===== config.mk =====
export PLATFORM = sky130hd
export DESIGN_NAME = dgs_ctrl
export DESIGN_NICKNAME = d
export VERILOG_FILES = /design/src/rtl/dgs_pkg.sv /design/src/rtl/dgs_ctrl.sv
export SDC_FILE = /design/constraint.sdc
export NUM_CORES = 1
export LEC_CHECK = 0
export BUFFER_PORTS_ARGS = -buffer_cell sky130_fd_sc_hd__buf_2
export CAP_MARGIN = 5
export CORE_MARGIN = 2
export CORE_UTILIZATION = 53
export DETAILED_ROUTE_END_ITERATION = 8
export PLACE_DENSITY = 0.85
export SLEW_MARGIN = 10
export SYNTH_ARGS = -nofsm -noshare
export SYNTH_HDL_FRONTEND = slang
export SYNTH_SLANG_ARGS = --single-unit

===== constraint.sdc =====
create_clock -name clk -period 2 [get_ports clk]
set_clock_uncertainty 0.15 [all_clocks]
set_input_delay 0.3 -clock clk [delete_from_list [all_inputs] [get_ports clk]]
set_output_delay 0.3 -clock clk [all_outputs]
set_load 0.01 [all_outputs]

===== src/rtl/dgs_pkg.sv =====
// Shared types and codes for the density grid smoothing block.
// No dependencies; used by dgs_ctrl, dgs_datapath and density_grid_smoothing_top.
package dgs_pkg;

	localparam logic [1:0] CMD_LOAD = 2'd0;
	localparam logic [1:0] CMD_RUN  = 2'd1;
	localparam logic [1:0] CMD_READ = 2'd2;

	localparam logic CFG_GRID_WIDTH  = 1'b0;
	localparam logic CFG_GRID_HEIGHT = 1'b1;

	localparam int CFG_BITS = 7;

	localparam logic [2:0] PH_C = 3'd0;
	localparam logic [2:0] PH_U = 3'd1;
	localparam logic [2:0] PH_D = 3'd2;
	localparam logic [2:0] PH_L = 3'd3;
	localparam logic [2:0] PH_R = 3'd4;
	localparam logic [2:0] PH_W = 3'd5;

	typedef struct packed {
		logic       host_we;
		logic       pass_en;
		logic       copy_en;
		logic [2:0] phase;
		logic       sweep_clear;
		logic       sweep_next;
		logic       show_read;
	} dgs_ctl_t;

	typedef struct packed {
		logic bad;
		logic grid_ok;
		logic last_cell;
	} dgs_stat_t;

endpackage


===== src/rtl/dgs_ctrl.sv =====
// Controller state machine: command decode, pass sequencing, result strobe.
// Depends on dgs_pkg.
module dgs_ctrl (
	input  logic               clk,
	input  logic               arst_n,
	input  logic               start,
	input  logic [1:0]         command,
	input  logic [7:0]         pass_count,
	input  dgs_pkg::dgs_stat_t stat,
	output dgs_pkg::dgs_ctl_t  ctl,
	output logic               busy,
	output logic               done,
	output logic               index_error,
	output logic               run_done
);
	import dgs_pkg::*;

	localparam logic [1:0] ST_IDLE  = 2'd0;
	localparam logic [1:0] ST_PASS  = 2'd1;
	localparam logic [1:0] ST_COPY  = 2'd2;
	localparam logic [1:0] ST_FLUSH = 2'd3;

	logic [1:0] state_q;
	logic [2:0] phase_q;
	logic [7:0] passes_q;
	logic       rd_q;
	logic       go;

	assign busy = state_q != ST_IDLE;
	assign go   = start && !busy;

	always_ff @(posedge clk or negedge arst_n) begin
		if (!arst_n) begin
			state_q     <= ST_IDLE;
			phase_q     <= PH_C;
			passes_q    <= '0;
			done        <= 1'b0;
			index_error <= 1'b0;
			run_done    <= 1'b0;
			rd_q        <= 1'b0;
		end else begin
			done        <= 1'b0;
			index_error <= 1'b0;
			run_done    <= 1'b0;
			rd_q        <= 1'b0;
			case (state_q)
				ST_IDLE: begin
					if (go) begin
						case (command)
							CMD_LOAD: begin
								done        <= 1'b1;
								index_error <= stat.bad;
							end
							CMD_READ: begin
								done        <= 1'b1;
								index_error <= stat.bad;
								rd_q        <= !stat.bad;
							end
							CMD_RUN: begin
								if (pass_count == 8'd0 || !stat.grid_ok) begin
									done     <= 1'b1;
									run_done <= 1'b1;
								end else begin
									passes_q <= pass_count;
									phase_q  <= PH_C;
									state_q  <= ST_PASS;
								end
							end
							default: ;
						endcase
					end
				end
				ST_PASS: begin
					if (phase_q == PH_W) begin
						phase_q <= PH_C;
						if (stat.last_cell) begin
							state_q <= ST_COPY;
						end
					end else begin
						phase_q <= phase_q + 3'd1;
					end
				end
				ST_COPY: begin
					if (stat.last_cell) begin
						state_q <= ST_FLUSH;
					end
				end
				ST_FLUSH: begin
					passes_q <= passes_q - 8'd1;
					if (passes_q == 8'd1) begin
						done     <= 1'b1;
						run_done <= 1'b1;
						state_q  <= ST_IDLE;
					end else begin
						phase_q <= PH_C;
						state_q <= ST_PASS;
					end
				end
				default: state_q <= ST_IDLE;
			endcase
		end
	end

	always_comb begin
		ctl.host_we     = go && command == CMD_LOAD && !stat.bad;
		ctl.pass_en     = state_q == ST_PASS;
		ctl.copy_en     = state_q == ST_COPY;
		ctl.phase       = phase_q;
		ctl.sweep_clear = state_q == ST_IDLE || state_q == ST_FLUSH
			|| (state_q == ST_PASS && phase_q == PH_W && stat.last_cell);
		ctl.sweep_next  = (state_q == ST_PASS && phase_q == PH_W && !stat.last_cell)
			|| state_q == ST_COPY;
		ctl.show_read   = rd_q;
	end
endmodule

; ---- After elaboration in Yosys (flattened, before gate mapping)
; Index checks and enable logic that the tools add are counted.
[word_totals]
register_bits = 17
out_inout_bits = 13
wordCells = 79
[op_classes]
n_addsub = 2
n_eq_ne = 14
muxes = 32
n_reduce_logical = 24
[ops]
columns = operator, n
row1 = $mux 8, 3
row2 = $pmux 8 s2, 1
row3 = $mux 3, 5
row4 = $mux 1, 12
row5 = $mux 2, 6
row6 = $ne 2x2->1 const B, 5
row7 = $pmux 3 s3, 1
row8 = $eq 8x1->1 const B, 1
row9 = $logic_not 8->1, 1
row10 = $pmux 2 s4, 1
row11 = $sub 8x1->8 const B, 1
row12 = $eq 2x2->1 const B, 3
row13 = $logic_and 1x1->1, 6
row14 = $pmux 1 s2, 3
row15 = $reduce_and 6->1, 1
row16 = $reduce_and 5->1, 1
row17 = $eq 2x1->1 const B, 2
row18 = $logic_not 1->1, 4
row19 = $logic_not 2->1, 2
row20 = $logic_or 1x1->1, 4
row21 = $ne 2x1->1 const B, 2
row22 = $reduce_and 4->1, 1
row23 = $reduce_bool 2->1, 2
row24 = $add 3x1->3 const B, 1
row25 = other kinds (3), 3

; ---- Depth between registers and ports, before layout
; Gate-level depths: netlist (run 1).
[logic_depth]
depth_word = 6
ltp_mapped = 6

; ---- Least setup slack after synthesis (run 1)
; No wires, ideal clock.
[synth_path]
path_type = register to output
startpoint = reg state_q[0]
endpoint = out ctl[8] (netlist bit)
arrival_ns = 1.362
required_ns = 1.550
slack_ns = 0.188
stages_incl_launch_ff = 6
path_buffers = 1
path_cell_list = dfrtp_1 > inv_1 > ha_1 > buf_4 > nand2_1 > nor4_1
[synth_lines]
columns = item, line
row1 = "start, declared", dgs_ctrl.sv:23  ; logic [1:0] state_q;
row2 = "start signal, assigned", dgs_ctrl.sv:34  ; state_q <= ST_IDLE;
row3 = "start signal, assigned", dgs_ctrl.sv:66  ; state_q <= ST_PASS;
row4 = "start signal, assigned", dgs_ctrl.sv:77  ; state_q <= ST_COPY;
row5 = "end, declared", dgs_ctrl.sv:10  ; output dgs_pkg::dgs_ctl_t ctl,

==> results.sh, run 1 <==
export IMPL_critPathMaxStageDelay_ns=0.44
export IMPL_netlist_area_sq_mm=0.00121
export IMPL_worstPathCellList="buf_6 -> ha_4 -> nand2_2 -> nor2_2 -> nand2_1 -> o21bai_1 -> buf_2"
export IMPL_syn_inst=129
export IMPL_cts_tree="yes"
export IMPL_post_dp_hpwl_microns=2210
export IMPL_tightest_slew_ns=0.395
export IMPL_drcViolationCount=0
export IMPL_dr_pass1_iters=4
export IMPL_gp_routability_congestion=0.859
export IMPL_arrival_ns=1.53
export IMPL_hold_viol=0
export IMPL_end_kind="primary output"
export IMPL_synth_edf_count=0
export IMPL_switching_share_pct=45.3
export IMPL_p_total_mw=2.41
export IMPL_nNetsFinal=194
export IMPL_final_common_cell="buf_2"
export IMPL_core_sq_mm=0.00219
export IMPL_final_cell_mix="buf_2, dfrtp_1, buf_4"
export IMPL_slew_headroom_pct=73.7
export IMPL_finalInstanceArea_sq_mm=0.00155
export IMPL_ys_flop_type="dfrtp_1"
export IMPL_status="completed"
export IMPL_grt_usage_pct=25.3
export IMPL_crit_type="flop to primary output"
export IMPL_htree_levels=1
export IMPL_grt_pass1_wl_microns=5000
export IMPL_area_growth_pct=28.4
export IMPL_io_buffers=28
export IMPL_rsz0062_at_grt="yes"
export IMPL_max_cap_viol_count=0
export IMPL_grt_ovfl_total=0
export IMPL_vias_per_cell=6.23
export IMPL_dieArea_sq_mm=0.00268
export IMPL_drt_initial_drc_count=54
export IMPL_cp_data_required_time_ns=1.55
export IMPL_power_frac_comb_pct=64.4
export IMPL_p_seq_share_pct=27.3
export IMPL_synth_warnings=0
export IMPL_rows=17
export IMPL_antenna_found_initial=0
export IMPL_initial_utilization_pct=55.2
export IMPL_ys_seq_elements=17
export IMPL_critical_path_slowest_cell="dfrtp_1"
export IMPL_cp_start_kind="flop"
export IMPL_clkPwrFrac_pct=8.3
export IMPL_seq_area_sq_um=425
export IMPL_placed_area_sq_mm=0.00141
export IMPL_numCtsBuffers=3
export IMPL_clock_sinks=17
export IMPL_clk_pin_slew_worst_paths_ns=0.11
export IMPL_root_buffer="clkbuf_4"
export IMPL_grt_pass1_vias=1149
export IMPL_cp_max_fo=3
export IMPL_die_w_microns=51.8
export IMPL_p_per_area_mw_per_mm2=1550
export IMPL_postRouteAntennaNets=0
export IMPL_routed_wl_microns=3250
export IMPL_critPathTopFamily="flip-flops"
export IMPL_final_setup_viol_count=0
export IMPL_p_sw_mw=1.09
export IMPL_drt_wirelength_per_cell_microns=16.3
export IMPL_die_h_microns=51.8
export IMPL_multiInputGateArea_sq_um=758
export IMPL_finalSetupTns_ns=0
export IMPL_vias=1239
export IMPL_synth_cell_type_count=49
export IMPL_seq_area_frac_synth_pct=35.2
export IMPL_drive_above_1_share_pct=41.5
export IMPL_slew_viol_final=0
export IMPL_cts_max_path_buffers=2
export IMPL_antennaDiodeCount=0
export IMPL_fin_crit_sh_pct=99.2
export IMPL_grt_max_degree=18
export IMPL_syn_avg_cell_area_sq_um=9.38
export IMPL_hold_class="primary input to flop"
export IMPL_synthesis_nets=151
export IMPL_io_pins=29
export IMPL_async_flop_share_pct=100
export IMPL_crit_buf_inv=2
export IMPL_internal_power_mw=1.32
export IMPL_max_freq_mhz=504
export IMPL_insertion_delay_ns=0.30
export IMPL_fill_cells=161
export IMPL_p_leak_nw=0.744
export IMPL_ir_drop_mv=1.06
export IMPL_period_needed_ns=1.98
==> metrics by stage <==
step,std cells,util [%],hold WS (ns),setup WS [ns]
floorplan,129,-,-0.146,0.188
global placement,188,64.5,0.0875,0.0976
detailed placement,188,64.5,0.0895,0.0472
CTS,195,67.6,0.0364,-0.0337
global route,199,70.9,0.0360,-0.102
finish,199,70.9,0.0414,0.0159
==> cell usage after synthesis (2+ instances only) <==
| library cell | number | area share (%) |
|---|---|---|
| a21boi_0 | 2 | 1.2 |
| a21oi_1 | 2 | 0.83 |
| a221o_2 | 4 | 3.7 |
| a22o_1 | 6 | 4.3 |
| buf_4 | 2 | 1.2 |
| clkbuf_1 | 2 | 0.62 |
| dfrtp_1 | 17 | 35 |
| ha_1 | 6 | 6.2 |
| inv_1 | 11 | 3.4 |
| mux2i_1 | 2 | 1.7 |
| nand2_1 | 12 | 3.7 |
| nand2b_1 | 2 | 1.0 |
| nand3_1 | 5 | 2.1 |
| nand3b_1 | 3 | 1.9 |
| nor2_1 | 8 | 2.5 |
| nor2b_1 | 2 | 1.0 |
| nor4b_1 | 2 | 1.4 |
| o21ai_0 | 6 | 2.5 |
| o221ai_1 | 2 | 1.4 |
| o22ai_1 | 2 | 1.0 |
| o31ai_1 | 2 | 1.2 |
| or4_4 | 2 | 1.9 |
==> cell families (layout without fill, tap and decap cells) <==
kind of cell               count (synthesis)  in the layout  synth area share (%)
AOI/OAI and AO/OA                         40             40                  26.8
adders and majority gates                  6              6                  6.20
buffers and inverters                     17             59                  6.62
DFF                                       17             17                  35.2
muxes                                      3              3                  2.90
and+or+nand+nor                           46             46                  22.3
==> cell type report <==
class                      instances  share of cell area (%)
clock buffer                       3                    1.45
clock inverter                     1                   0.322
tap                               28                    2.25
multi-input combinational         95                    48.8
timing repair buffer              44                    17.1
inverter                          11                    2.66
sequential                        17                    27.4
==> flip-flops by register name, summed over array words and instances (netlist names) <==
signal and count:
phase_q 3, rd_q 1, done 1, state_q 2, index_error 1, run_done 1
passes_q 8
==> worst paths after layout <==
path,from,to,slack (ns),cells past startpoint
worst min-delay path,stat[2],rd_q,0.04,2
worst max-delay path,state_q[0],ctl[1],0.02,7
worst min register to register,passes_q[3],passes_q[3],0.43,2
min in group asynchronous,arst_n,done,0.29,2
worst max register to register,passes_q[1],done,0.05,8
max in group asynchronous,arst_n,rd_q,1.13,2
==> per-layer routing <==
metal | vias to the layer above | GRT usage, % | share of wire [%]
li1 | 567 | - | -
met1 | 583 | 31.0 | 37
met2 | 68 | 42.1 | 51
met3 | 21 | 4.60 | 7.6
met4 | 0 | 13.6 | 4.9
met5 | - | 0 | 0
==> power by group through the flow <==
stage	clock network (mW)	registers [mW]	logic (mW)
floorplan	0	0.614	0.949
global placement	0	0.629	1.27
detailed placement	0	0.638	1.32
CTS	0.194	0.618	1.43
global route	0.207	0.675	1.69
finish	0.200	0.656	1.55
==> worst register-to-register path, stage by stage, from the launching register on <==
cell,delay [ns]
dfrtp_1,0.41
inv_1,0.08
ha_1,0.16
nor4b_2,0.24
buf_4,0.17
nand3_1,0.18
buf_4,0.21
a21o_1,0.15
a31oi_1,0.13
==> repair_timing <==
item	in CTS	in global routing
endpoints found under the setup margin	3	10
pin swaps	1	4
setup buffers	3	4
hold endpoints to repair	17	0
gates resized for setup	3	11
hold buffers	1	0
cloned	0	0
Power figures use the tool's default switching activity.
==> run 2: changes to the inputs <==
- ABC_AREA: not set -> 1
==> run 2 against run 1 <==
  * Clock power fell by 6%
  * Sequential power fell by 4.1%
  * Sequential share of layout area rose by 0.59 points
  * Count of clock-buffer cells in the layout did not move
  * Combinational power barely moved
==> results.sh, run 2 <==
export IMPL_largest_register_ffs=8
export IMPL_cp_max_fo=4
export IMPL_antennaDiodeCount=0
export IMPL_core_sq_mm=0.00221
export IMPL_synth_warnings=0
export IMPL_synthesis_nets=208
export IMPL_grt_pass1_vias=1100
export IMPL_routed_wl_microns=2940
export IMPL_antenna_found_initial=0
export IMPL_p_leak_nw=0.856
export IMPL_synth_edf_count=0
export IMPL_nNetsFinal=247
export IMPL_worst_slack_ns=0.0592
export IMPL_clock_sinks=17
export IMPL_cts_max_path_buffers=2
export IMPL_syn_avg_cell_area_sq_um=6.71
export IMPL_seq_area_frac_synth_pct=34.1
export IMPL_io_buffers=28
export IMPL_max_cap_viol_count=0
export IMPL_arrival_ns=1.49
export IMPL_largest_register="passes_q"
export IMPL_clk_pin_slew_worst_paths_ns=0.11
export IMPL_fill_cells=212
export IMPL_critical_path_slowest_cell="dfrtp_1"
export IMPL_drive_above_1_share_pct=25.4
export IMPL_root_buffer="clkbuf_4"
export IMPL_syn_inst=186
export IMPL_fin_crit_sh_pct=97.0
export IMPL_ir_drop_mv=0.921
export IMPL_final_setup_viol_count=0
export IMPL_crit_type="flop to primary output"
export IMPL_critPathTopFamily="flip-flops"
export IMPL_grt_max_degree=18
export IMPL_post_dp_hpwl_microns=2210
export IMPL_final_common_cell="nand2_1"
export IMPL_yosysTopAreaCellShare_pct=34.1
export IMPL_yosysMostFrequentCell="nand2_1"
export IMPL_dpl_cell_count=241
export IMPL_insertion_delay_ns=0.29
export IMPL_numCtsBuffers=3
export IMPL_drt_initial_drc_count=33
export IMPL_async_flop_share_pct=100
export IMPL_grt_usage_pct=23.0
export IMPL_placed_area_sq_mm=0.00142
export IMPL_p_per_area_mw_per_mm2=1560
export IMPL_end_kind="primary output"
export IMPL_final_cells=252
export IMPL_vias_per_cell=5.06
export IMPL_utilization_pct=68.8
export IMPL_slew_headroom_pct=73.1
export IMPL_grt_pass1_wl_microns=4630
export IMPL_top_regs="passes_q: 8 flops, phase_q: 3 flops, state_q: 2 flops"
export IMPL_synth_top_area_cell="dfrtp_1"
export IMPL_htree_levels=1
export IMPL_ys_seq_elements=17
export IMPL_io_pins=29
export IMPL_cp_data_required_time_ns=1.55
export IMPL_slew_viol_final=0
export IMPL_hold_class="primary input to flop"
export IMPL_hold_ws_ns=0.0313
export IMPL_max_freq_mhz=515
export IMPL_period_needed_ns=1.94
export IMPL_postRouteAntennaNets=0
export IMPL_rsz0062_at_grt="yes"
export IMPL_rows=17
export IMPL_worstPathCellList="inv_2 -> ha_4 -> nand2_2 -> nor2_2 -> inv_1 -> nor3_1 -> buf_2"
export IMPL_finalSetupTns_ns=0
export IMPL_drt_wirelength_per_cell_microns=11.6
export IMPL_tightest_slew_ns=0.403
export IMPL_ys_flop_type="dfrtp_1"
export IMPL_synth_common_cells="nand2_1, inv_1, nand3_1, dfrtp_1, nor2_1"
export IMPL_netlist_area_sq_mm=0.00125
export IMPL_p_total_mw=2.38
export IMPL_die_h_microns=52.5
export IMPL_synth_cell_type_count=23
export IMPL_die_w_microns=52.5
export IMPL_status="completed"
export IMPL_initial_utilization_pct=56.4
export IMPL_cp_start_kind="flop"
export IMPL_area_growth_pct=21.8
export IMPL_dpl_worst_slack_ns=0.152
export IMPL_drcViolationCount=0
export IMPL_crit_buf_inv=3
export IMPL_dieArea_sq_mm=0.00276
export IMPL_dr_pass1_iters=4
export IMPL_critPathMaxStageDelay_ns=0.42
export IMPL_gp_routability_congestion=0.842
export IMPL_vias=1276
export IMPL_finalInstanceArea_sq_mm=0.00152
export IMPL_grt_ovfl_total=0
export IMPL_synth_area_top_cells="dfrtp_1, nand2_1, nand3_1"
export IMPL_cts_tree="yes"
export IMPL_final_cell_mix="nand2_1, buf_2, inv_1"
export IMPL_hold_viol=0
## run 2: cell types whose count changed after synthesis, moves of 5 or more
cell / before / now
a21oi_1: 2 / 7
a22o_1: 6 / 0
inv_1: 11 / 26
nand2_1: 12 / 63
nand3_1: 5 / 20
nor2_1: 8 / 17
## run 2: worst register-to-register path: stages (launching register included)
cell and delay [ns]:
dfrtp_1 0.42, buf_4 0.15, buf_4 0.14, ha_1 0.22
buf_4 0.19, inv_1 0.17, nand2_1 0.07, o21ai_0 0.08
nand3_1 0.10, nand2_1 0.09
## run 2: kinds of logic (layout without fill, tap and decap cells)
group / count (synthesis) / count (layout) / share of synthesized area [%]
flip-flops: 17 / 17 / 34.1
adder cells (fa/ha/maj): 6 / 6 / 6.01
AO/OA/AOI/OAI: 20 / 20 / 9.32
AND/OR/NAND/NOR: 112 / 112 / 40.1
buffers and inverters: 30 / 68 / 9.82
XOR/XNOR: 1 / 1 / 0.702
## run 2: cell type report
| class | instances | area (sq um) | area share, % |
|---|---|---|---|
| Clock buffer | 3 | 22.5 | 1.48 |
| Timing Repair Buffer | 37 | 210 | 13.8 |
| Sequential cell | 17 | 425 | 28.0 |
| Inverter | 27 | 103 | 6.74 |
| Tap cell | 28 | 35.0 | 2.30 |
| Multi-Input combinational cell | 139 | 721 | 47.4 |
| Clock inverter | 1 | 5.00 | 0.329 |
## run 2: where the power goes
group / internal [mW] / switching, mW / total (mW)
combinational: 0.631 / 0.931 / 1.56
clock: 0.0743 / 0.114 / 0.188
sequential: 0.479 / 0.149 / 0.629
## run 2: path summary, 6_finish.rpt
| check | startpoint | end | slack (ns) | cells after the start |
|---|---|---|---|---|
| setup / recovery | state_q[1] | ctl[8] | 0.06 | 7 |
| hold / removal | stat[2] | rd_q | 0.03 | 2 |
| setup reg to reg | state_q[1] | passes_q[0] | 0.18 | 9 |
| hold reg to reg | passes_q[1] | passes_q[1] | 0.36 | 2 |
| max in group asynchronous | arst_n | state_q[1] | 1.11 | 2 |
| min in group asynchronous | arst_n | passes_q[5] | 0.30 | 2 |
## run 2: timing repair
action,CTS,global route
cloned,0,0
pin swaps,0,1
hold endpoints to repair,17,0
buffers inserted,2,4
hold buffers,1,0
resized for setup,4,3
endpoints found under the setup margin,1,2
## run 2: per-layer routing
layer	routed length, microns	GRT usage (%)	up-vias	part of all wire (%)
met5	0	0	-	0
met4	41	8.97	0	1.4
met2	1360	38.3	36	46
li1	-	-	662	-
met1	1410	29.3	572	48
met3	118	4.00	6	4.0
==> run 3: changes to the inputs <==
- CTS_BUF_LIST: not set -> sky130_fd_sc_hd__clkbuf_16
==> run 3 against run 2 <==
  * Combinational power hardly changed
  * Highest routed layer unchanged
  * Global-route usage is 0.96 points higher
  * First-iteration DRC count is 88% higher
  * Non-clock buffer count shrank 3
  * Flip-flop and latch count stayed put
  * Die area stayed put
==> results.sh, run 3 (synthesis gave the netlist of run 2 again) <==
export IMPL_status="completed"
export IMPL_end_kind="primary output"
export IMPL_die_w_microns=52.5
export IMPL_grt_ovfl_total=0
export IMPL_hold_class="primary input to flop"
export IMPL_max_freq_mhz=517
export IMPL_io_pins=29
export IMPL_htree_levels=1
export IMPL_insertion_delay_ns=0.25
export IMPL_use_met3_pct=4.57
export IMPL_grt_usage_pct=23.9
export IMPL_p_leak_nw=0.864
export IMPL_routed_wl_microns=3080
export IMPL_cp_data_required_time_ns=1.55
export IMPL_antennaDiodeCount=0
export IMPL_p_per_area_mw_per_mm2=1660
export IMPL_antenna_found_initial=0
export IMPL_grt_max_degree=18
export IMPL_slew_headroom_pct=72.8
export IMPL_core_sq_mm=0.00221
export IMPL_tightest_slew_ns=0.408
export IMPL_root_buffer="clkbuf_16"
export IMPL_postRouteAntennaNets=0
export IMPL_top_regs="passes_q: 8 flops, phase_q: 3 flops, state_q: 2 flops"
export IMPL_critPathMaxStageDelay_ns=0.41
export IMPL_dieArea_sq_mm=0.00276
export IMPL_cp_max_fo=7
export IMPL_arrival_ns=1.48
export IMPL_largest_register_ffs=8
export IMPL_rows=17
export IMPL_grt_pass1_vias=1122
export IMPL_die_h_microns=52.5
export IMPL_drive_above_1_share_pct=24.4
export IMPL_largest_register="passes_q"
export IMPL_numCtsBuffers=3
export IMPL_worstPathCellList="inv_2 -> ha_1 -> nand3_1 -> nand2_1 -> buf_2"
export IMPL_critical_path_slowest_cell="dfrtp_2"
export IMPL_io_buffers=28
export IMPL_cts_tree="yes"
export IMPL_grt_util_met2_pct=39.6
export IMPL_final_setup_viol_count=0
export IMPL_finalSetupTns_ns=0
export IMPL_gp_routability_congestion=0.842
export IMPL_fill_cells=202
export IMPL_hold_viol=0
export IMPL_clk_pin_slew_worst_paths_ns=0.05
export IMPL_post_dp_hpwl_microns=2210
export IMPL_final_cell_mix="nand2_1, buf_2, inv_1"
export IMPL_dpl_cell_count=241
export IMPL_ir_drop_mv=1.00
export IMPL_fin_crit_sh_pct=96.7
export IMPL_final_common_cell="nand2_1"
export IMPL_cp_start_kind="flop"
export IMPL_cts_max_path_buffers=2
export IMPL_grt_pass1_wl_microns=4730
export IMPL_grt_busiest_layer="met2"
export IMPL_area_growth_pct=24.1
export IMPL_period_needed_ns=1.93
export IMPL_vias=1291
export IMPL_clock_sinks=17
export IMPL_slew_viol_final=0
export IMPL_vias_per_cell=5.18
export IMPL_drt_wirelength_per_cell_microns=12.4
export IMPL_crit_type="flop to primary output"
export IMPL_dr_pass1_iters=4
export IMPL_met1_usage_pct=29.4
export IMPL_drcViolationCount=0
export IMPL_final_cells=249
export IMPL_max_cap_viol_count=0
export IMPL_drt_initial_drc_count=62
export IMPL_initial_utilization_pct=56.4
export IMPL_nNetsFinal=244
run 3: cell types whose count changed in the layout (fill, tap and decap cells not counted), sizes merged:
cell  delta
buf      -3
run 3: timing repair:
action	in CTS	in global routing
setup buffers	0	3
hold endpoints to repair	17	0
endpoints found under the setup margin	1	2
hold buffers	1	0
gates resized for setup	4	3
run 3: cell type report:
type	instances	area (sq um)	area share [%]
clock buffers	3	75.1	4.84
clock inverters	1	5.00	0.323
inverters	27	103	6.62
multi-input cells	139	718	46.3
flip-flops and latches	17	427	27.5
well taps	28	35.0	2.26
repair buffers	34	188	12.1
run 3: where the power goes:
part,leakage (nW),internal [mW],switching [mW]
combinational,0.605,0.591,0.946
sequential,0.218,0.483,0.154
clock,0.0409,0.268,0.135
run 3: per-layer routing:
metal / up-vias / part of all wire (%)
li1: 653 / -
met1: 586 / 45
met2: 43 / 47
met3: 9 / 4.5
met4: 0 / 2.8
met5: - / 0
run 3: path summary, 6_finish.rpt:
kind	from	end	slack, ns	depth (start not counted)
min in group asynchronous	arst_n	passes_q[5]	0.36	2
min	stat[2]	rd_q	0.09	2
max in group asynchronous	arst_n	state_q[1]	1.03	2
min reg2reg	passes_q[1]	passes_q[1]	0.35	2
max	state_q[1]	ctl[2]	0.07	5
max reg2reg	state_q[1]	phase_q[1]	0.14	7
run 3: critical path: cells and delay by family (launching register included):
| family | cells | cell delay (ns) |
|---|---|---|
| AND/OR/NAND/NOR | 2 | 0.25 |
| flip-flops | 1 | 0.41 |
| adder cells (fa/ha/maj) | 1 | 0.36 |
| buffers and inverters | 2 | 0.22 |
run 3: stage by stage:
step                      utilization [%]  setup slack, ns  hold slack (ns)  cell area [sq um]  power, mW
final                                70.1           0.0662           0.0885               1550       2.58
after global routing                 70.1         -0.00987           0.0919               1550       2.78
after CTS                            68.8          0.00266           0.0894               1520       2.50
after detailed placement             64.1            0.152           0.0986               1420       2.01
after global placement               64.1            0.205           0.0978               1420       1.97
after floorplan                         -            0.267           -0.146               1250       1.65
